==> src/rtl/tsf_fifo.sv <==
// ----------------------------------------------------------------------------
// tsf_fifo
// Small register queue with first-word fall-through read.
// ----------------------------------------------------------------------------
module tsf_fifo #(
  parameter int Width = 8,
  parameter int Depth = 4
) (
  input  logic                       clk_i,
  input  logic                       rst_ni,
  input  logic                       wr_en_i,
  input  logic [Width-1:0]           wr_data_i,
  input  logic                       rd_en_i,
  output logic [Width-1:0]           rd_data_o,
  output logic                       empty_o,
  output logic                       full_o,
  output logic [$clog2(Depth+1)-1:0] count_o
);

  localparam int PtrW = (Depth > 1) ? $clog2(Depth) : 1;
  localparam int CntW = $clog2(Depth+1);

  logic [Width-1:0] slot_q [Depth];
  logic [PtrW-1:0]  wr_ptr_q, wr_ptr_d;
  logic [PtrW-1:0]  rd_ptr_q, rd_ptr_d;
  logic [CntW-1:0]  count_q, count_d;

  always_comb begin
    wr_ptr_d = wr_ptr_q;
    rd_ptr_d = rd_ptr_q;
    if (wr_en_i) begin
      wr_ptr_d = (wr_ptr_q == PtrW'(Depth - 1)) ? '0 : wr_ptr_q + 1'b1;
    end
    if (rd_en_i) begin
      rd_ptr_d = (rd_ptr_q == PtrW'(Depth - 1)) ? '0 : rd_ptr_q + 1'b1;
    end
    count_d = count_q + CntW'(wr_en_i) - CntW'(rd_en_i);
  end

  always_ff @(posedge clk_i or negedge rst_ni) begin
    if (!rst_ni) begin
      wr_ptr_q <= '0;
      rd_ptr_q <= '0;
      count_q  <= '0;
    end else begin
      wr_ptr_q <= wr_ptr_d;
      rd_ptr_q <= rd_ptr_d;
      count_q  <= count_d;
    end
  end

  always_ff @(posedge clk_i) begin
    if (wr_en_i) begin
      slot_q[wr_ptr_q] <= wr_data_i;
    end
  end

  assign rd_data_o = slot_q[rd_ptr_q];
  assign empty_o   = (count_q == '0);
  assign full_o    = (count_q == CntW'(Depth));
  assign count_o   = count_q;

endmodule

==> config.mk <==
export PLATFORM = sky130hd
export DESIGN_NAME = tsf_fifo
export DESIGN_NICKNAME = d
export VERILOG_FILES = /design/src/rtl/tsf_fifo.sv
export SDC_FILE = /design/constraint.sdc
export NUM_CORES = 1
export LEC_CHECK = 0
export ABC_AREA = 0
export BUFFER_PORTS_ARGS = -buffer_cell sky130_fd_sc_hd__buf_2
export CAP_MARGIN = 25
export CORE_ASPECT_RATIO = 1.75
export CORE_UTILIZATION = 58
export CTS_BUF_LIST = sky130_fd_sc_hd__clkbuf_4 sky130_fd_sc_hd__clkbuf_8 sky130_fd_sc_hd__clkbuf_16
export DETAILED_ROUTE_END_ITERATION = 8
export PLACE_DENSITY = 0.77
export SYNTH_ARGS = -nofsm -noshare
export SYNTH_HDL_FRONTEND = slang
export SYNTH_SLANG_ARGS = --single-unit
==> constraint.sdc <==
create_clock -name clk_i -period 3.4 [get_ports clk_i]
set_clock_uncertainty 0.15 [all_clocks]
set_input_delay 0.51 -clock clk_i [delete_from_list [all_inputs] [get_ports clk_i]]
set_output_delay 0.51 -clock clk_i [all_outputs]
set_load 0.01 [all_outputs]
; ---- Yosys cells after proc, flatten, opt, wreduce, memory -nomap -nowiden
; Memories as Yosys holds them, arrays and structs flattened.
; Cells that the tools add are included.
[op_classes]
addsub = 4
n_eq_ne = 3
muxes = 4
reduce_logical = 1
[op_table]
columns = operator, count
row1 = $add A2 B1 Y2 const B, 2
row2 = $eq A2 B2 Y1 const B, 2
row3 = $mux W2, 2
row4 = $add A3 B1 Y3, 1
row5 = $eq A3 B3 Y1 const B, 1
row6 = $logic_not A3 Y1, 1
row7 = $sub A3 B1 Y3, 1
row8 = $mux W1, 2
[totals]
ff_bits = 7
ramBits = 32
inputBits = 12
out_inout_bits = 13
wordCells = 16
n_memories = 1
[mem_list]
columns = name, words, width, rd, rd_ports_with_merged_regs, write_ports, line
row1 = slot_q, 4, 8, 1, 0, 1, 23  ; logic [Width-1:0] slot_q [Depth];

; ---- Depth between registers and ports, before layout
[logic_depth]
depth_word = 2
depth_mapped = 7
depth_no_buf = 7

; ---- Worst setup path after synthesis
; OpenSTA, ideal clock, no wires.
[synth_path]
kind = input port to flip-flop
from = input rd_en_i
to = register count_q[2] (netlist: count_o[2])
setup_time_ps = 80
arrival_time_ps = 1645
path_slack_ps = 1525
path_stages = 6
n_path_buf = 0
path_cell_list = ha_1 inv_1 ha_1 fa_1 xnor2_1 xnor2_1
[synth_between]
elab_chain_cells = 1
[synth_rtl]
columns = element, line
row1 = start: declaration, 13  ; input logic rd_en_i,
row2 = $sub A3 B1 Y3, 37  ; count_d = count_q + CntW'(wr_en_i) - CntW'(rd_en_i);
row3 = named net count_d[2], 26  ; logic [CntW-1:0] count_q, count_d;
row4 = end signal: assignment, 48  ; count_q <= count_d;
row5 = end: declaration, 26
; The timed path passes the listed nets, and every way through them passes these cells.
; A chain may end at the register's enable or synchronous reset.

; ---- Worst setup path after layout
[layout_path]
from = register rd_ptr_q[0]
to = output rd_data_o[3]
[layout_between]
elab_chain_cells = 1
[layout_rtl]
columns = element, line
row1 = start: declaration, 25  ; logic [PtrW-1:0] rd_ptr_q, rd_ptr_d;
row2 = start signal: assignment, 47  ; rd_ptr_q <= rd_ptr_d;
row3 = $mem_v2 Z4 W8, n/a
row4 = end: declaration, 14  ; output logic [Width-1:0] rd_data_o,
; Every way passes these cells.

==> impl_metrics.toml <==
[outcome]
status = "finished clean"

[pwr]
swShare = 0.310
sequentialPowerShare = 0.494
max-vdd-ir-drop_mv = 0.564
power.internal_mw = 1.01
switchingPower_uw = 456
power_frac_clock = 0.203
leakagePower_nw = 0.704
p_comb_frac = 0.303
pwr_density_cell_nw_per_um2 = 818

[global_route]
grt_util_all_layers = 0.232
grt_pass1_vias = 891
grt_max_degree = 13
grt_pass1_wl_mm = 4.20
grt-ovfl-total = 0
antenna_found_initial = 0

[layout]
final_common_cell = "edfxtp_1"
register_area_sq_um = 1140
area_growth_pct = 14.8
nFillCells = 177
final_area_sq_um = 1800
layout_common_cells = "edfxtp_1 (32), buf_2 (24), mux4_2 (8), ha_1 (7), dfrtp_1 (7)"
diodes = 0
final_nets = 128
multi_input_area_sq_um = 390
drive_above_1_share = 0.376
post-route-util = 0.712

[critical_path]
start_kind = "register"
path_buf_inv = 1
critical_path_class = "register to primary output"
required_ns = 2.74
path_cells = "mux4_2 -> buf_2"
r2r_end = "count_o[2]"
slowest_stage = "dfrtp_1"
worstSetupStartpoint = "rd_ptr_q[0]"
r2r_slack_ns = 1.50
arrival_ns = 1.73
worst_r2r_path_depth = 7
end_kind = "primary output"
slowest_delay_ns = 0.71
cp_max_fo = 11
rr_startpoint = "count_o[0]"
critPathTopFamily = "flip-flops"

[timing]
fin_ws_ns = 1.01
setup_tns_ns = 0
maxSlewViolCount = 0
setup_viol = 0
hold_viol = 0
rsz0062_at_grt = "false"
period_needed_ns = 2.39
finalCritPeriodShare = 0.702
worst_hold_slack_ns = 0.288
relSlewSlack = 0.611
fmax_ghz = 0.419
tightest_slew_ns = 0.584

[floorplan]
core_sq_um = 2520
rows = 24
start_util = 0.621
dieArea_sq_um = 2920
pin_count = 25
die_x_um = 41.3
die_h_um = 70.7

[placed_design]
portBuffers = 24
place_area_sq_um = 1700
gp_congestion = 0.671
place_ws_ns = 1.29
dp_hpwl_mm = 1.85

[logic_synthesis]
yosysUniqueCellTypes = 17
ys_ff_latch = 39
avgSynthCellArea_sq_um = 20.1
syn-instance-count = 78
ys_warn_count = 0
synth_seq_area_share = 0.726
synth_nets = 98
synth_area_sq_um = 1570

[routing]
vias_per_cell = 5.66
route.met3.wl_um = 111
routed_wirelength_mm = 2.65
wl_per_cell_um = 19.7
wl_met1_um = 933
routed.top_layer = "met4"
drtIter0Drc = 39
drc = 0
ant_nets = 0
dr.pass1.iters = 4
met2_length_mm = 1.55
vias = 764

[clock_tree]
post_cts_resized = 0
cts_hold_buf = 1
cts_tree = "built"
cts_sinks = 39
cts-root-buf = "clkbuf_8"
clk_pin_slew_ns = 0.07
cts_buffers = 5
ctsLongestPathBuffers = 2
cts_max_level = 2
post-cts-setup-buffers = 0
clock_latency_ns = 0.29

[min_path]
hold-path-endpoint = "slot_q[1][4]"
min_from = "wr_data_i[4]"
hold_path.class = "input pin to register"
whs_path_depth = 1

[job]
maxCapViolCount = 0
[layout make-up]
class / instances / share of cell area
clock buffers: 6 / 0.0425
well taps: 26 / 0.0181
multi-input cells: 31 / 0.217
clock inverters: 2 / 0.00487
repair buffers: 25 / 0.0724
inverters: 6 / 0.0125
flip-flops and latches: 39 / 0.632
[worst register-to-register path, delay by kind of cell (launching register included)]
family / cells / cell delay (ns)
DFF: 1 / 0.37
adders and majority gates: 3 / 0.83
buffers and inverters: 2 / 0.11
xor gates and xnor gates: 2 / 0.36
[synth_stat cells (all sizes together)]
cell    count  area share
or3b        1      0.0056
ha          7       0.056
mux2        2       0.014
xnor2       2       0.011
edfxtp     32        0.61
o21ai       2      0.0064
and3        1      0.0040
fa          1       0.013
buf         2       0.010
and2        4       0.016
nand2       1      0.0024
mux4        8        0.12
nor3        1      0.0032
inv         6       0.014
dfrtp       7        0.11
nor2        1      0.0024
[metal layers]
layer | vias to the layer above | track usage
li1 | 357 | -
met1 | 378 | 0.248
met2 | 24 | 0.391
met3 | 5 | 0.0752
met4 | 0 | 0.0968
met5 | - | 0
[through the flow]
step	std cells	power, mW
floorplan	78	1.03
global placement	126	1.16
detailed placement	126	1.19
CTS	135	1.49
global route	135	1.57
finish	135	1.47
[power groups by stage]
stage | clock network [mW] | logic [mW] | registers [mW]
floorplan | 0 | 0.348 | 0.684
global placement | 0 | 0.431 | 0.729
detailed placement | 0 | 0.446 | 0.740
CTS | 0.304 | 0.454 | 0.731
global route | 0.327 | 0.498 | 0.745
finish | 0.298 | 0.445 | 0.727
[state kept, by name, indices dropped and copies added, names as in the netlist]
register  cells
slot_q       32
rd_ptr_q      2
count_o       3
wr_ptr_q      2
[cells by family after synthesis]
family          after synthesis  share of synthesized area
flops                        39                      0.726
mux                          10                      0.129
simple gates                  9                     0.0336
buf+inv                       8                     0.0248
fa+ha+maj                     8                     0.0687
compound gates                2                    0.00640
xor+xnor                      2                     0.0112
[how the worst max path moves through the flow]
stage                   endpoint  slack (ns)  cells after the start
floorplan             count_o[2]        1.52                      6
global placement    rd_data_o[2]        1.31                      2
detailed placement  rd_data_o[3]        1.29                      2
CTS                 rd_data_o[3]        0.97                      2
global route        rd_data_o[3]        0.88                      2
finish              rd_data_o[3]        1.01                      2
(Power assumes the default switching activity.)
