==> src/rtl/tsf_pkg.sv <==
// ----------------------------------------------------------------------------
// tsf_pkg
// Shared types and constants of the transport stream section filter.
// ----------------------------------------------------------------------------
package tsf_pkg;

  // Fixed field widths
  localparam int ADDR_W = 13;  // command address: store position or read index
  localparam int LEN_W  = 13;  // section length as reported
  localparam int CMP_W  = 14;  // fill counts and totals up to the largest store
  localparam int CFG_W  = 13;  // widest configuration register

  // Input op codes
  localparam logic OP_PUSH = 1'b0;
  localparam logic OP_READ = 1'b1;

  // Result kinds on event_kind_o
  localparam logic [1:0] EVENT_COMPLETE = 2'd0;
  localparam logic [1:0] EVENT_DROPPED  = 2'd1;
  localparam logic [1:0] EVENT_READ     = 2'd2;

  // Configuration register indexes
  typedef enum logic [1:0] {
    REG_FILTER_ENABLE   = 2'd0,
    REG_FILTER_PID      = 2'd1,
    REG_FILTER_TABLE_ID = 2'd2,
    REG_TABLE_ID_MASK   = 2'd3
  } cfg_reg_e;

  // Packet header layout
  localparam int  POS_HDR_PID_HI    = 1;
  localparam int  POS_HDR_PID_LO    = 2;
  localparam int  POS_CONT_PAYLOAD  = 4;  // first payload byte of a continuation packet
  localparam int  POS_START_PAYLOAD = 5;  // table id byte of a start packet
  localparam int  PUSI_BIT          = 6;
  localparam int  SECT_MIN_BYTES    = 4;
  localparam int  SECT_HDR_BYTES    = 3;
  localparam int  SECT_LEN_HI_POS   = 1;
  localparam int  SECT_LEN_LO_POS   = 2;

  // Queue depths
  localparam int CMD_QUEUE_DEPTH = 4;
  localparam int OUT_QUEUE_DEPTH = 4;

  // Work handed from the parser to the back end
  typedef enum logic [2:0] {
    EV_NONE,
    EV_COMPLETE,
    EV_DROP,
    EV_READ,
    EV_READ_OOR
  } ev_e;

  typedef struct packed {
    logic              wr;
    ev_e               ev;
    logic [ADDR_W-1:0] addr;
    logic [LEN_W-1:0]  len;
    logic [7:0]        data;
  } cmd_t;

  typedef struct packed {
    logic [1:0]       kind;
    logic [LEN_W-1:0] len;
    logic [7:0]       data;
  } res_t;

endpackage

==> src/rtl/tsf_front.sv <==
// ----------------------------------------------------------------------------
// tsf_front
// Packet parser and section filter: tracks the packet header, applies the
// PID and table id filter, counts section bytes and issues store writes,
// reads and events to the back end.
// ----------------------------------------------------------------------------
module tsf_front #(
  parameter int BUFFER_DEPTH = 4096,
  parameter int PACKET_BYTES = 188
) (
  input  logic                      clk_i,
  input  logic                      rst_ni,
  input  logic                      item_valid_i,
  input  logic                      op_i,
  input  logic [7:0]                ts_byte_i,
  input  logic                      packet_start_i,
  input  logic [11:0]               read_index_i,
  input  logic                      cfg_we_i,
  input  logic [1:0]                cfg_index_i,
  input  logic [tsf_pkg::CFG_W-1:0] cfg_data_i,
  output logic                      cmd_valid_o,
  output tsf_pkg::cmd_t             cmd_o
);

  localparam int PosW      = $clog2(PACKET_BYTES + 1);
  localparam int FillW     = $clog2(BUFFER_DEPTH);
  localparam int CmpW      = tsf_pkg::CMP_W;
  localparam int PlenCont  = PACKET_BYTES - tsf_pkg::POS_CONT_PAYLOAD;
  localparam int PlenStart = PACKET_BYTES - tsf_pkg::POS_START_PAYLOAD;

  // Configuration
  logic        en_q;
  logic [12:0] fpid_q;
  logic [7:0]  ftid_q;
  logic [7:0]  mask_q;

  // Parser state
  logic [PosW-1:0]  pos_q, pos_d;
  logic             is_start_q, is_start_d;
  logic [12:0]      pid_q, pid_d;
  logic             sel_q, sel_d;
  logic [7:0]       lt_q, lt_d;
  logic             ltv_q, ltv_d;
  logic             coll_q, coll_d;
  logic [FillW-1:0] fill_q, fill_d;
  logic [3:0]       len_hi_q, len_hi_d;
  logic [7:0]       len_lo_q, len_lo_d;

  logic [PosW-1:0]  pos_eff;
  logic             store_en;
  logic [FillW-1:0] fill_base;
  logic [CmpW-1:0]  fill_inc;
  logic [CmpW-1:0]  need;
  logic [3:0]       hi_new;
  logic [7:0]       lo_new;
  logic             pid_hit;
  logic             match;
  tsf_pkg::cmd_t    cmd;

  assign pid_hit = (pid_q == fpid_q);

  always_comb begin
    pos_d      = pos_q;
    is_start_d = is_start_q;
    pid_d      = pid_q;
    sel_d      = sel_q;
    lt_d       = lt_q;
    ltv_d      = ltv_q;
    coll_d     = coll_q;
    fill_d     = fill_q;
    len_hi_d   = len_hi_q;
    len_lo_d   = len_lo_q;
    cmd        = '0;
    cmd.ev     = tsf_pkg::EV_NONE;
    store_en   = 1'b0;
    fill_base  = fill_q;
    match      = 1'b0;
    fill_inc   = '0;
    need       = '0;
    hi_new     = len_hi_q;
    lo_new     = len_lo_q;
    pos_eff    = packet_start_i ? '0 : pos_q;

    if (item_valid_i) begin
      if (op_i == tsf_pkg::OP_READ) begin
        cmd.ev   = (int'(read_index_i) < BUFFER_DEPTH) ? tsf_pkg::EV_READ
                                                       : tsf_pkg::EV_READ_OOR;
        cmd.addr = tsf_pkg::ADDR_W'(read_index_i);
      end else if (en_q) begin
        pos_d = pos_eff;
        if (pos_eff < PosW'(PACKET_BYTES)) begin
          pos_d = pos_eff + 1'b1;
          if (pos_eff == '0) begin
            sel_d = 1'b0;
          end else if (pos_eff == PosW'(tsf_pkg::POS_HDR_PID_HI)) begin
            is_start_d = ts_byte_i[tsf_pkg::PUSI_BIT];
            pid_d      = {ts_byte_i[4:0], 8'h00};
          end else if (pos_eff == PosW'(tsf_pkg::POS_HDR_PID_LO)) begin
            pid_d = {pid_q[12:8], ts_byte_i};
          end else if (pos_eff == PosW'(tsf_pkg::POS_CONT_PAYLOAD)) begin
            if (!is_start_q) begin
              match = pid_hit && ltv_q && ((lt_q & mask_q) == ftid_q);
              sel_d = match;
              if (match) begin
                if (!coll_q) begin
                  sel_d = 1'b0;
                end else if (CmpW'(fill_q) + CmpW'(PlenCont) >= CmpW'(BUFFER_DEPTH)) begin
                  coll_d = 1'b0;
                  fill_d = '0;
                  sel_d  = 1'b0;
                  cmd.ev = tsf_pkg::EV_DROP;
                end else begin
                  store_en = 1'b1;
                end
              end
            end
          end else if (pos_eff == PosW'(tsf_pkg::POS_START_PAYLOAD) && is_start_q) begin
            if (pid_hit) begin
              lt_d  = ts_byte_i;
              ltv_d = 1'b1;
            end
            match = pid_hit && ((ts_byte_i & mask_q) == ftid_q);
            sel_d = match;
            if (match) begin
              fill_base = '0;
              if (CmpW'(PlenStart) >= CmpW'(BUFFER_DEPTH)) begin
                coll_d = 1'b0;
                fill_d = '0;
                sel_d  = 1'b0;
                cmd.ev = tsf_pkg::EV_DROP;
              end else begin
                coll_d   = 1'b1;
                store_en = 1'b1;
              end
            end
          end else if (pos_eff > PosW'(tsf_pkg::POS_CONT_PAYLOAD) && sel_q) begin
            store_en = 1'b1;
          end
        end
      end
    end

    // Append one byte to the section; close it once the length is reached
    if (store_en) begin
      if (CmpW'(fill_base) >= CmpW'(BUFFER_DEPTH)) begin
        coll_d = 1'b0;
        fill_d = '0;
        sel_d  = 1'b0;
      end else begin
        cmd.wr   = 1'b1;
        cmd.addr = tsf_pkg::ADDR_W'(fill_base);
        cmd.data = ts_byte_i;
        if (fill_base == FillW'(tsf_pkg::SECT_LEN_HI_POS)) begin
          hi_new = ts_byte_i[3:0];
        end
        if (fill_base == FillW'(tsf_pkg::SECT_LEN_LO_POS)) begin
          lo_new = ts_byte_i;
        end
        len_hi_d = hi_new;
        len_lo_d = lo_new;
        fill_inc = CmpW'(fill_base) + 1'b1;
        need     = CmpW'({hi_new, lo_new}) + CmpW'(tsf_pkg::SECT_HDR_BYTES);
        if (fill_inc >= CmpW'(tsf_pkg::SECT_MIN_BYTES) && fill_inc >= need) begin
          fill_d  = '0;
          coll_d  = 1'b0;
          sel_d   = 1'b0;
          cmd.ev  = tsf_pkg::EV_COMPLETE;
          cmd.len = tsf_pkg::LEN_W'(need);
        end else begin
          fill_d = FillW'(fill_inc);
        end
      end
    end
  end

  always_ff @(posedge clk_i or negedge rst_ni) begin
    if (!rst_ni) begin
      en_q       <= 1'b0;
      fpid_q     <= '0;
      ftid_q     <= '0;
      mask_q     <= 8'hFF;
      pos_q      <= PosW'(PACKET_BYTES);
      is_start_q <= 1'b0;
      pid_q      <= '0;
      sel_q      <= 1'b0;
      lt_q       <= '0;
      ltv_q      <= 1'b0;
      coll_q     <= 1'b0;
      fill_q     <= '0;
      len_hi_q   <= '0;
      len_lo_q   <= '0;
    end else begin
      if (cfg_we_i) begin
        case (cfg_index_i)
          tsf_pkg::REG_FILTER_ENABLE:   en_q   <= cfg_data_i[0];
          tsf_pkg::REG_FILTER_PID:      fpid_q <= cfg_data_i[12:0];
          tsf_pkg::REG_FILTER_TABLE_ID: ftid_q <= cfg_data_i[7:0];
          tsf_pkg::REG_TABLE_ID_MASK:   mask_q <= cfg_data_i[7:0];
          default: ;
        endcase
      end
      pos_q      <= pos_d;
      is_start_q <= is_start_d;
      pid_q      <= pid_d;
      sel_q      <= sel_d;
      lt_q       <= lt_d;
      ltv_q      <= ltv_d;
      coll_q     <= coll_d;
      fill_q     <= fill_d;
      len_hi_q   <= len_hi_d;
      len_lo_q   <= len_lo_d;
    end
  end

  assign cmd_o       = cmd;
  assign cmd_valid_o = cmd.wr || (cmd.ev != tsf_pkg::EV_NONE);

endmodule

==> config.mk <==
export PLATFORM = sky130hd
export DESIGN_NAME = tsf_front
export DESIGN_NICKNAME = d
export VERILOG_FILES = /design/src/rtl/tsf_pkg.sv /design/src/rtl/tsf_front.sv
export SDC_FILE = /design/constraint.sdc
export NUM_CORES = 1
export LEC_CHECK = 0
export ABC_AREA = 1
export BUFFER_PORTS_ARGS = -buffer_cell sky130_fd_sc_hd__buf_2
export CAP_MARGIN = 10
export CELL_PAD_IN_SITES_DETAIL_PLACEMENT = 1
export CELL_PAD_IN_SITES_GLOBAL_PLACEMENT = 2
export CORE_UTILIZATION = 35
export CTS_BUF_LIST = sky130_fd_sc_hd__clkbuf_16
export DETAILED_ROUTE_END_ITERATION = 6
export PLACE_DENSITY_LB_ADDON = 0.25
export SLEW_MARGIN = 20
export SYNTH_ARGS = -nofsm -noshare
export SYNTH_HDL_FRONTEND = slang
export SYNTH_SLANG_ARGS = --single-unit
==> constraint.sdc <==
create_clock -name clk_i -period 33 [get_ports clk_i]
set_input_delay 9.9 -clock clk_i [delete_from_list [all_inputs] [get_ports clk_i]]
set_output_delay 9.9 -clock clk_i [all_outputs]
set_load 0.01 [all_outputs]
======== Word level (Yosys, flattened, before mapping) ========
Cells that the tools add are included.
storage, ports and cells
  register bits ........................... 87
  logic and storage cells ................. 164
  output and inout bits ................... 39
  input port bits ......................... 41
cells by class
  multiplexer cells ....................... 89
  add/sub/neg operators ................... 4
  equal/unequal tests ..................... 17
  order comparisons ....................... 5
  reductions and logical operators ........ 27
  bitwise operators ....................... 7
operators with widths
  operator               number
  $mux 12                25
  $mux 1                 41
  $mux 8                 5
  $mux 38                1
  $mux 13                2
  $mux 2                 11
  $and 8x8->8            2
  $eq 8x3->1 const B     2
  $eq 8x8->1             2
  $reduce_bool 2->1      8
  $mux 15                1
  $add 12x1->13 const B  1
  $add 12x2->13 const B  1
  $add 12x8->13 const B  1
  $eq 13x13->1           1
  $ge 13x13->1           1
  $ge 13x13->1 const B   1
  $ge 13x3->1 const B    1
  $eq 12x1->1 const B    1
  $eq 12x2->1 const B    1
  $reduce_and 12->1      1
  $reduce_and 6->1       2
  $reduce_and 10->1      1
  $add 8x1->8 const B    1
  18 further kinds       35

======== Depth between registers and ports, before layout ========
Gate-level depths: netlist (run 1).
  word-level depth ........................ 23
  gate-level depth with buffers ........... 36
  gate-level depth less buffers ........... 32

======== Least setup slack after synthesis (run 1) ========
Ideal clock, no wire load.
  kind .................................... input port to output port
  from .................................... input port packet_start_i
  to ...................................... output port cmd_o[20] (netlist bit)
  required time ........................... 23.100 ns
  stages .................................. 32
  path slack .............................. 8.922 ns
  arrival ................................. 14.178 ns
  path buffers ............................ 4
  cells stage by stage .................... inv_4 -> nand2_1 -> inv_1 -> ha_1 -> nand3_1 -> nor2_2 -> nor2_1 -> nand2_1 -> nor2_1 -> nand2_2 -> buf_6 -> buf_6 -> inv_1 -> nor2_1 -> ha_1 -> nand2_1 -> inv_2 -> nand3_4 -> buf_6 -> nand2_1 -> o21ai_2 -> ha_1 -> inv_1 -> nand3_1 -> nor2_1 -> nand4_1 -> ha_1 -> nand4_1 -> o311ai_0 -> nand3_2 -> buf_6 -> nor2_1
RTL lines
  what                line             source
  start: declaration  tsf_front.sv:16  input logic packet_start_i,
  end: declaration    tsf_front.sv:22  output tsf_pkg::cmd_t cmd_o

==> results of run 1 <==
[area by class of cell]
type / instances / area [µm²] / share of cell area
clock buffers: 9 / 225.2 / 0.03271
clock inverters: 7 / 73.82 / 0.01072
inverters: 127 / 479.2 / 0.06960
multi-input cells: 637 / 3228 / 0.4688
flip-flops and latches: 87 / 2193 / 0.3186
well taps: 220 / 275.3 / 0.03998
repair buffers: 80 / 410.4 / 0.05960
[cells by family after synthesis]
kind of cell | synth area share
AO/OA/AOI/OAI | 0.1101
flip-flops | 0.3636
adder cells (fa/ha/maj) | 0.04356
other | 0.0006217
AND/OR/NAND/NOR | 0.3514
XOR/XNOR | 0.02614
buffers and inverters | 0.1027
multiplexers | 0.001867
[worst max-delay path, delay by kind of cell]
family | cells | cell delay, ns
AOI/OAI and AO/OA | 2 | 0.84
adders and majority gates | 4 | 0.97
buffers and inverters | 7 | 0.89
and+or+nand+nor | 17 | 2.65
[metrics by stage]
stage,worst slack (ns),hold WS (ns)
3_5_place_dp,7.818,0.4742
5_1_grt,7.168,0.5118
3_3_place_gp,8.190,0.4693
6_report,7.835,0.4879
2_1_floorplan,8.922,0.4530
4_1_cts,7.791,0.4925
[path summary, 6_finish.rpt]
check	start	to	slack (ns)	depth (start not counted)
max	packet_start_i	cmd_o[20]	7.83	30
min reg2reg	len_hi_q[1]$_DFFE_PN0P_	len_hi_q[1]$_DFFE_PN0P_	0.49	2
min in group asynchronous	rst_ni	pos_q[6]$_DFFE_PN0P_	9.44	1
min	len_hi_q[1]$_DFFE_PN0P_	len_hi_q[1]$_DFFE_PN0P_	0.49	2
max reg2reg	pos_q[1]$_DFFE_PN0P_	fill_q[5]$_DFFE_PN0P_	27.45	29
max in group asynchronous	rst_ni	ltv_q$_DFFE_PN0P_	22.39	2
[registers in the layout (all words and copies together) (netlist names), 4 cells and up]
name and cells:
len_hi_q 4, lt_q 8, ftid_q 8, fill_q 12, pos_q 8, fpid_q 13
pid_q 13, len_lo_q 8, mask_q 8
[placed cells by master, fill, tap and decap left out, types with 2 or more instances in the layout]
master,Yosys,layout
nand2_1,263,263
clkinv_1,2,2
nor3_2,2,2
buf_2,1,76
nor3_1,10,10
inv_1,119,119
inv_8,0,3
nor2_2,6,6
nand3_2,4,5
dfstp_2,13,13
nor2_4,4,4
conb_1,1,2
inv_2,5,5
o21ai_1,3,3
o41ai_4,2,2
clkinvlp_4,0,2
ha_1,21,21
nor2_1,77,77
o21ai_0,81,81
o21ai_2,6,6
nand2_2,12,12
xnor2_1,4,4
clkbuf_16,0,9
nand4_1,24,24
nand3_1,66,65
buf_4,4,4
a21oi_1,18,18
xor2_1,14,14
nor3b_1,2,2
nor4_1,4,4
dfrtp_1,74,74
[power by group through the flow]
stage | logic [W] | clock network (W) | registers [W]
after global routing | 0.0000661 | 0.000111 | 0.000135
after global placement | 0.0000556 | 0 | 0.000135
after detailed placement | 0.0000569 | 0 | 0.000135
after floorplan | 0.0000399 | 0 | 0.000132
after CTS | 0.0000572 | 0.000107 | 0.000133
final | 0.0000560 | 0.000104 | 0.000133
[routing by layer]
layer,wire length [µm],global-route usage,share of wire
met4,236,0.05934,0.014
met1,8883,0.2972,0.52
met2,7645,0.3275,0.44
met5,0,0,0
met3,467,0.03234,0.027
==> run metrics, run 1 <==
CTS Hold Buffers Added 0; H-tree levels 3; Fin. Hold Viols 0; count leader, synth nand2_1; final std cells w/o fill 1,167; Yosys cell types 44; CTS Buf Count 9; initial core utilization 0.3612; Crit Path Category primary input to output port; largest net degree at the start of global routing 68; remaining routing DRC violations 0; Ant. Diodes 0; Pint 0.0001967 W; initial antenna violation count 0; synthesized flop and latch total 87; row cnt 47; fin area 6885 µm²; via count 5,666; insertion delay to the later sink of the worst-skew pair 0.36 ns; Leakage 3.596 nW; Syn. warnings 0; area leader, netlist dfrtp_1; WL/cell 14.77 µm; Tmin final 25.17 ns; DIE AREA 17,760 µm²; post-synth top area share 0.3070; Max-cap violations 0; Final ANT Viol Nets 0; area post-placement 6586 µm²; clock skew 0.01212 ns; RSZ-0062 raised after global routing no; PortBufs 77; CP Data Required Time 23.10 ns; Detailed Route WL 17,230 µm; PwrDens 42.55 nW/µm²; TritonRoute pass-1 iters 4; sequential area share after synthesis 0.3636; total power 0.0002929 W; hold crit path type register to register; sequential share of power 0.455; Post-Syn Area per Cell 6.894 µm²; Post-CTS Resized 0; Congestion Overflow GR 0; ranking of synthesized cells by area dfrtp_1 31%, nand2_1 16%, inv_1 7.4%, o21ai_0 6.7%, dfstp_2 5.7%; switching power 0.00009627 W; Worst Path Max Fanout 20; CP Capture Type output port; combinational fraction of design power 0.191; Critical Path AT 15.27 ns; first-pass GRT wire length 29,570 µm; status finished clean; die width 133.3 µm; Area Overhead vs Synth 14.15%; post-layout util 0.4123; ys async rst share 1.000; Final nets 1,004; vias per cell 4.855; slew margin rel. 0.3396; fill count 2,215; Post-Synthesis Cells 875; Max clock buf depth 2; root buf cell clkbuf_16; cell area after synthesis 6032 µm²; CP max stage delay 0.74 ns; setup TNS 0 ns; CP most frequent cell nor2_1; Net Sw Frac 0.3286; clock slew at reported path FFs 0.07 ns; Overall Global Routing Usage 0.2091; layout cells sized above 1 0.1647; final setup fails 0; Die H 133.3 µm; vias in the first global route 5,780; fmax 39.74 MHz; Worst setup SP type primary input; Least-Margin Pin Slew 0.9869 ns; # IOs 80; power share of the clock group 0.354; slowest cell on the critical path o311ai_0; placer congestion estimate 0.7981; CTS tree done; VDD IR-drop max 0.00002454 V; post-CTS setup buffers 0; core area 16,700 µm²; number of synthesized flops with an enable pin 0; HPWL after detailed placement 13,400 µm; Main synth FF type dfrtp_1; commonest cells in the netlist 263 x nand2_1, 119 x inv_1, 81 x o21ai_0; Final Max Slew Viols 0; final worst-path cycle share 0.7626; initial DRC count 212; DP Cell Count 1,151; Clock Sink Count 87
Power figures use the tool's default switching activity.
==> run 2: changes to the inputs <==
- CORE_UTILIZATION: 35 -> 33
- clock period: 33 -> 24.5 ns (I/O delays scaled with it)
==> run 2 against run 1 <==
Net effect:
- critical path depth did not move
- hold slack improved by 0.0044 ns
- first-iteration DRC count fell by 1.4%
- largest cell class unchanged
==> run metrics, run 2 (synthesis gave the netlist of run 1 again) <==
final worst-path cycle share 0.8119; Worst Path Max Fanout 20 (unchanged); Congestion Overflow GR 0 (unchanged); CP most frequent cell nor2_1; TritonRoute pass-1 iters 4 (unchanged); CTS tree done; worst hold stages 2 (unchanged); PwrDens 56.31 nW/µm² (+32%); Fin. Hold Viols 0 (unchanged); placer congestion estimate 0.8452 (+5.9%); Max-cap violations 0 (unchanged); row cnt 49 (+4.3%); power share of the clock group 0.340 (-0.014); Critical Path AT 12.54 ns (-2.73 ns); worst slack, placed 4.600 ns (-3.218 ns); Final Max Slew Viols 0 (unchanged); RSZ-0062 raised after global routing no; die width 137.2 µm (+2.9%); remaining routing DRC violations 0 (unchanged); vias in the first global route 5,667 (-2.0%); most frequent cells in the layout 263 x nand2_1, 121 x inv_1, 81 x o21ai_0, 77 x nor2_1, 76 x buf_2; core area 17,960 µm² (+7.6%); insertion delay to the later sink of the worst-skew pair 0.35 ns (about the same); Worst setup SP type primary input; combinational fraction of design power 0.195 (+0.004); fmax 50.27 MHz; initial core utilization 0.3358 (-0.02538); Final nets 1,004 (unchanged); clock slew at reported path FFs 0.06 ns (about the same); Final WS setup 4.608 ns (-3.227 ns); Hold EP len_hi_q[1]$_DFFE_PN0P_; WL/cell 15.06 µm (+2.0%); Overall Global Routing Usage 0.2022 (-0.006894); CP max stage delay 0.64 ns (-0.10 ns); Final ANT Viol Nets 0 (unchanged); layout cells sized above 1 0.1626 (-0.002112); Area Overhead vs Synth 13.94%; hold crit path type register to register; largest net degree at the start of global routing 66 (-2.9%); Top Registers fpid_q (13), pid_q (13), fill_q (12); Net Sw Frac 0.3229 (-0.005720); clock skew 0.01238 ns (+0.0002613 ns); initial antenna violation count 0 (unchanged); CTS Buf Count 9 (unchanged); Tmin final 19.89 ns; Die H 137.2 µm (+2.9%); Detailed Route WL 17,710 µm (+2.8%); CP Data Required Time 17.15 ns (-5.95 ns); vias per cell 4.819 (-0.75%); Pint 0.0002620 W (+33%); Max clock buf depth 2 (unchanged); slew margin rel. 0.3530 (+0.01338); Ant. Diodes 0 (unchanged); root buf cell clkbuf_16; VDD IR-drop max 0.00003425 V (+40%); final setup fails 0 (unchanged); sequential share of power 0.465 (+0.010); CTS Hold Buffers Added 0 (unchanged); slowest cell on the critical path o311ai_0; initial DRC count 209 (-1.4%); Post-CTS Resized 0 (unchanged); CP Capture Type output port; via count 5,667 (+0.018%); setup TNS 0 ns (unchanged); DIE AREA 18,820 µm² (+6.0%); Clock Sink Count 87 (unchanged); Least-Margin Pin Slew 0.9669 ns (-0.02000 ns); Leakage 3.594 nW (about the same); RR Endpoint fill_q[6]$_DFFE_PN0P_; fin area 6873 µm² (-0.18%); status finished clean; Crit Path Category primary input to output port; PortBufs 77 (unchanged); post-CTS setup buffers 0 (unchanged); most common cell after layout, fill and taps aside nand2_1; H-tree levels 3 (unchanged); HP Start len_hi_q[1]$_DFFE_PN0P_; worst r2r src pos_q[1]$_DFFE_PN0P_; first-pass GRT wire length 29,520 µm (-0.19%); area post-placement 6598 µm² (+0.17%); # IOs 80 (unchanged); switching power 0.0001250 W (+30%); r2r worst-path depth 29 (unchanged); HPWL after detailed placement 13,980 µm (+4.3%); worst reg-to-reg setup slack 19.01 ns (-8.44 ns)
==> run 2: layer usage <==
| layer | track usage | vias to the layer above | share of wire |
|---|---|---|---|
| li1 | - | 2921 | - |
| met1 | 0.2925 | 2653 | 0.52 |
| met2 | 0.3171 | 77 | 0.44 |
| met3 | 0.02097 | 16 | 0.028 |
| met4 | 0.05800 | 0 | 0.015 |
| met5 | 0 | - | 0 |
==> run 2: worst max path at each step <==
stage | from | to | cells past startpoint
floorplan | packet_start_i | cmd_o[20] | 32
global placement | packet_start_i | cmd_o[20] | 30
finish | packet_start_i | cmd_o[19] | 30
global route | packet_start_i | cmd_o[9] | 30
CTS | packet_start_i | cmd_o[19] | 30
detailed placement | packet_start_i | cmd_o[19] | 30
==> run 2: area by class of cell <==
type,count,area (µm²)
Tap cell,229,286.5
Clock buffer,9,225.2
Fill cell,2319,11090
Timing Repair Buffer,80,410.4
Clock inverter,7,50.05
Sequential cell,87,2193
Multi-Input combinational cell,637,3228
Inverter,127,479.2
==> run 2: critical path, delay by kind of cell <==
family | cells | cell delay, ns
simple gates | 17 | 2.58
fa+ha+maj | 4 | 0.98
buf+inv | 7 | 0.86
compound gates | 2 | 0.74
==> run 2: power groups by stage <==
stage / logic [W] / clock network (W) / registers [W]
after floorplan: 0.0000537 / 0 / 0.000178
after global placement: 0.0000759 / 0 / 0.000182
after detailed placement: 0.0000771 / 0 / 0.000183
after CTS: 0.0000776 / 0.000136 / 0.000180
after global routing: 0.0000902 / 0.000141 / 0.000183
final: 0.0000755 / 0.000132 / 0.000180
==> run 2: stage by stage <==
stage / hold WS [ns] / power (W) / util / std cells
4_1_cts: 0.4955 / 0.0003935 / 0.3826 / 1176
3_3_place_gp: 0.4662 / 0.0002580 / 0.3673 / 1160
3_5_place_dp: 0.4803 / 0.0002598 / 0.3673 / 1160
6_report: 0.4923 / 0.0003870 / 0.3826 / 1176
2_1_floorplan: 0.4530 / 0.0002320 / - / 876
5_1_grt: 0.5223 / 0.0004143 / 0.3826 / 1176
==> run 3: changes to the inputs <==
- clock period: 24.5 -> 18.8 ns (I/O delays scaled with it)
==> run 3 against run 2 <==
Net effect:
- routed wire length up 1.1%
- via count up 0.58%
- sequential power up 30%
- global-route usage up 0.42 points
==> run metrics, run 3 (synthesis gave the netlist of run 1 again) <==
status finished clean; vias in the first global route 5,742 (+1.3%); hold crit path type register to register; placer congestion estimate 0.8461 (+0.11%); CTS tree done; Worst Path Max Fanout 20 (unchanged); Max clock buf depth 2 (unchanged); first-pass GRT wire length 29,800 µm (+0.96%); CTS Buf Count 9 (unchanged); core area 17,960 µm² (unchanged); Overall Global Routing Usage 0.2064 (+0.004182); slowest cell on the critical path o311ai_0; Final Max Slew Viols 0 (unchanged); total power 0.0005224 W (+35%); worst reg-to-reg setup slack 13.29 ns (-5.72 ns); initial antenna violation count 0 (unchanged); Tmin final 16.45 ns; insertion delay to the later sink of the worst-skew pair 0.36 ns (about the same); Max-cap violations 0 (unchanged); PwrDens 75.71 nW/µm² (+34%); worst r2r src pos_q[1]$_DFFE_PN0P_; CP Data Required Time 13.16 ns (-3.99 ns); r2r worst-path depth 29 (unchanged); HP Start len_lo_q[5]$_DFFE_PN0P_; Least-Margin Pin Slew 1.003 ns (+0.03624 ns); clock slew at reported path FFs 0.07 ns (about the same); HPWL after detailed placement 14,070 µm (+0.63%); DIE AREA 18,820 µm² (unchanged); layout cells sized above 1 0.1647 (+0.002112); via count 5,700 (+0.58%); Congestion Overflow GR 0 (unchanged); Top Registers fpid_q (13), pid_q (13), fill_q (12); Ant. Diodes 0 (unchanged); Final ANT Viol Nets 0 (unchanged); fin area 6900 µm² (+0.40%); final worst-path cycle share 0.8751; TritonRoute pass-1 iters 4 (unchanged); Fin. Hold Viols 0 (unchanged); initial core utilization 0.3358 (unchanged); CP max stage delay 0.64 ns (about the same); worst hold stages 2 (unchanged); most common cell after layout, fill and taps aside nand2_1; PortBufs 77 (unchanged); post-CTS setup buffers 0 (unchanged); initial DRC count 202 (-3.3%); setup TNS 0 ns (unchanged); Final WS setup 2.349 ns (-2.259 ns); slew margin rel. 0.3288 (-0.02425); Worst setup SP type primary input; row cnt 49 (unchanged); vias per cell 4.847 (+0.58%); CTS Hold Buffers Added 0 (unchanged); # IOs 80 (unchanged); WL/cell 15.23 µm (+1.1%); DP Cell Count 1,160 (unchanged); CP Capture Type output port; Die H 137.2 µm (unchanged); final setup fails 0 (unchanged); RR Endpoint fill_q[2]$_DFFE_PN0P_; area post-placement 6598 µm² (unchanged); worst slack, placed 2.386 ns (-2.214 ns); clock skew 0.01000 ns (-0.002380 ns); largest net degree at the start of global routing 66 (unchanged); final std cells w/o fill 1,176 (unchanged); most frequent cells in the layout 263 x nand2_1, 119 x inv_1, 81 x o21ai_0, 77 x nor2_1, 76 x buf_2; Final nets 1,004 (unchanged); Clock Sink Count 87 (unchanged); CP most frequent cell nor2_1; Area Overhead vs Synth 14.40%; Hold EP len_lo_q[5]$_DFFE_PN0P_; remaining routing DRC violations 0 (unchanged); die width 137.2 µm (unchanged); Leakage 3.602 nW (+0.22%); H-tree levels 3 (unchanged); RSZ-0062 raised after global routing no; root buf cell clkbuf_16; fmax 60.79 MHz; Post-CTS Resized 0 (unchanged); Critical Path AT 10.81 ns (-1.73 ns); VDD IR-drop max 0.00004259 V (+24%); Detailed Route WL 17,910 µm (+1.1%); Crit Path Category primary input to output port
[run 3: cell count changes in the layout (fill, tap and decap cells not counted), sizes merged]
cell    change
inv         -1
bufinv      +1
[run 3: report_power, final]
| part | switching, W | internal, W | leakage [nW] |
|---|---|---|---|
| Clock | 0.0000852 | 0.000105 | 0.147 |
| Sequential | 0.0000187 | 0.000216 | 1.07 |
| Combinational | 0.0000628 | 0.0000356 | 2.38 |
| Total | 0.000167 | 0.000356 | 3.60 |
[run 3: area by class of cell]
cell class | instances | area, µm²
repair buffers | 80 | 410.4
flip-flops and latches | 87 | 2193
multi-input cells | 637 | 3228
fillers | 2367 | 11060
well taps | 229 | 286.5
clock buffers | 9 | 225.2
inverters | 127 | 479.2
clock inverters | 7 | 77.57
[run 3: routing by layer]
| layer | share of wire | vias up | track usage |
|---|---|---|---|
| met2 | 0.45 | 74 | 0.3314 |
| met1 | 0.51 | 2690 | 0.2862 |
| met4 | 0.013 | 0 | 0.06227 |
| met5 | 0 | - | 0 |
| li1 | - | 2920 | - |
| met3 | 0.024 | 16 | 0.02907 |
[run 3: worst max-delay path by stage]
stage | from | end | cells past startpoint
final | packet_start_i | cmd_o[10] | 30
after global routing | packet_start_i | cmd_o[9] | 30
after CTS | packet_start_i | cmd_o[19] | 30
after detailed placement | packet_start_i | cmd_o[19] | 30
after global placement | packet_start_i | cmd_o[20] | 30
after floorplan | packet_start_i | cmd_o[20] | 32
[run 3: worst max-delay path, delay by kind of cell]
kind                       cells  cell delay (ns)
adders and majority gates      4             0.98
and+or+nand+nor               17             2.57
buffers and inverters          7             0.88
AOI/OAI and AO/OA              2             0.74
[run 3: through the flow]
stage	hold WS, ns	utilization
final	0.4926	0.3841
after global routing	0.5280	0.3841
after CTS	0.5016	0.3841
after detailed placement	0.4839	0.3673
after global placement	0.4649	0.3673
after floorplan	0.4530	-
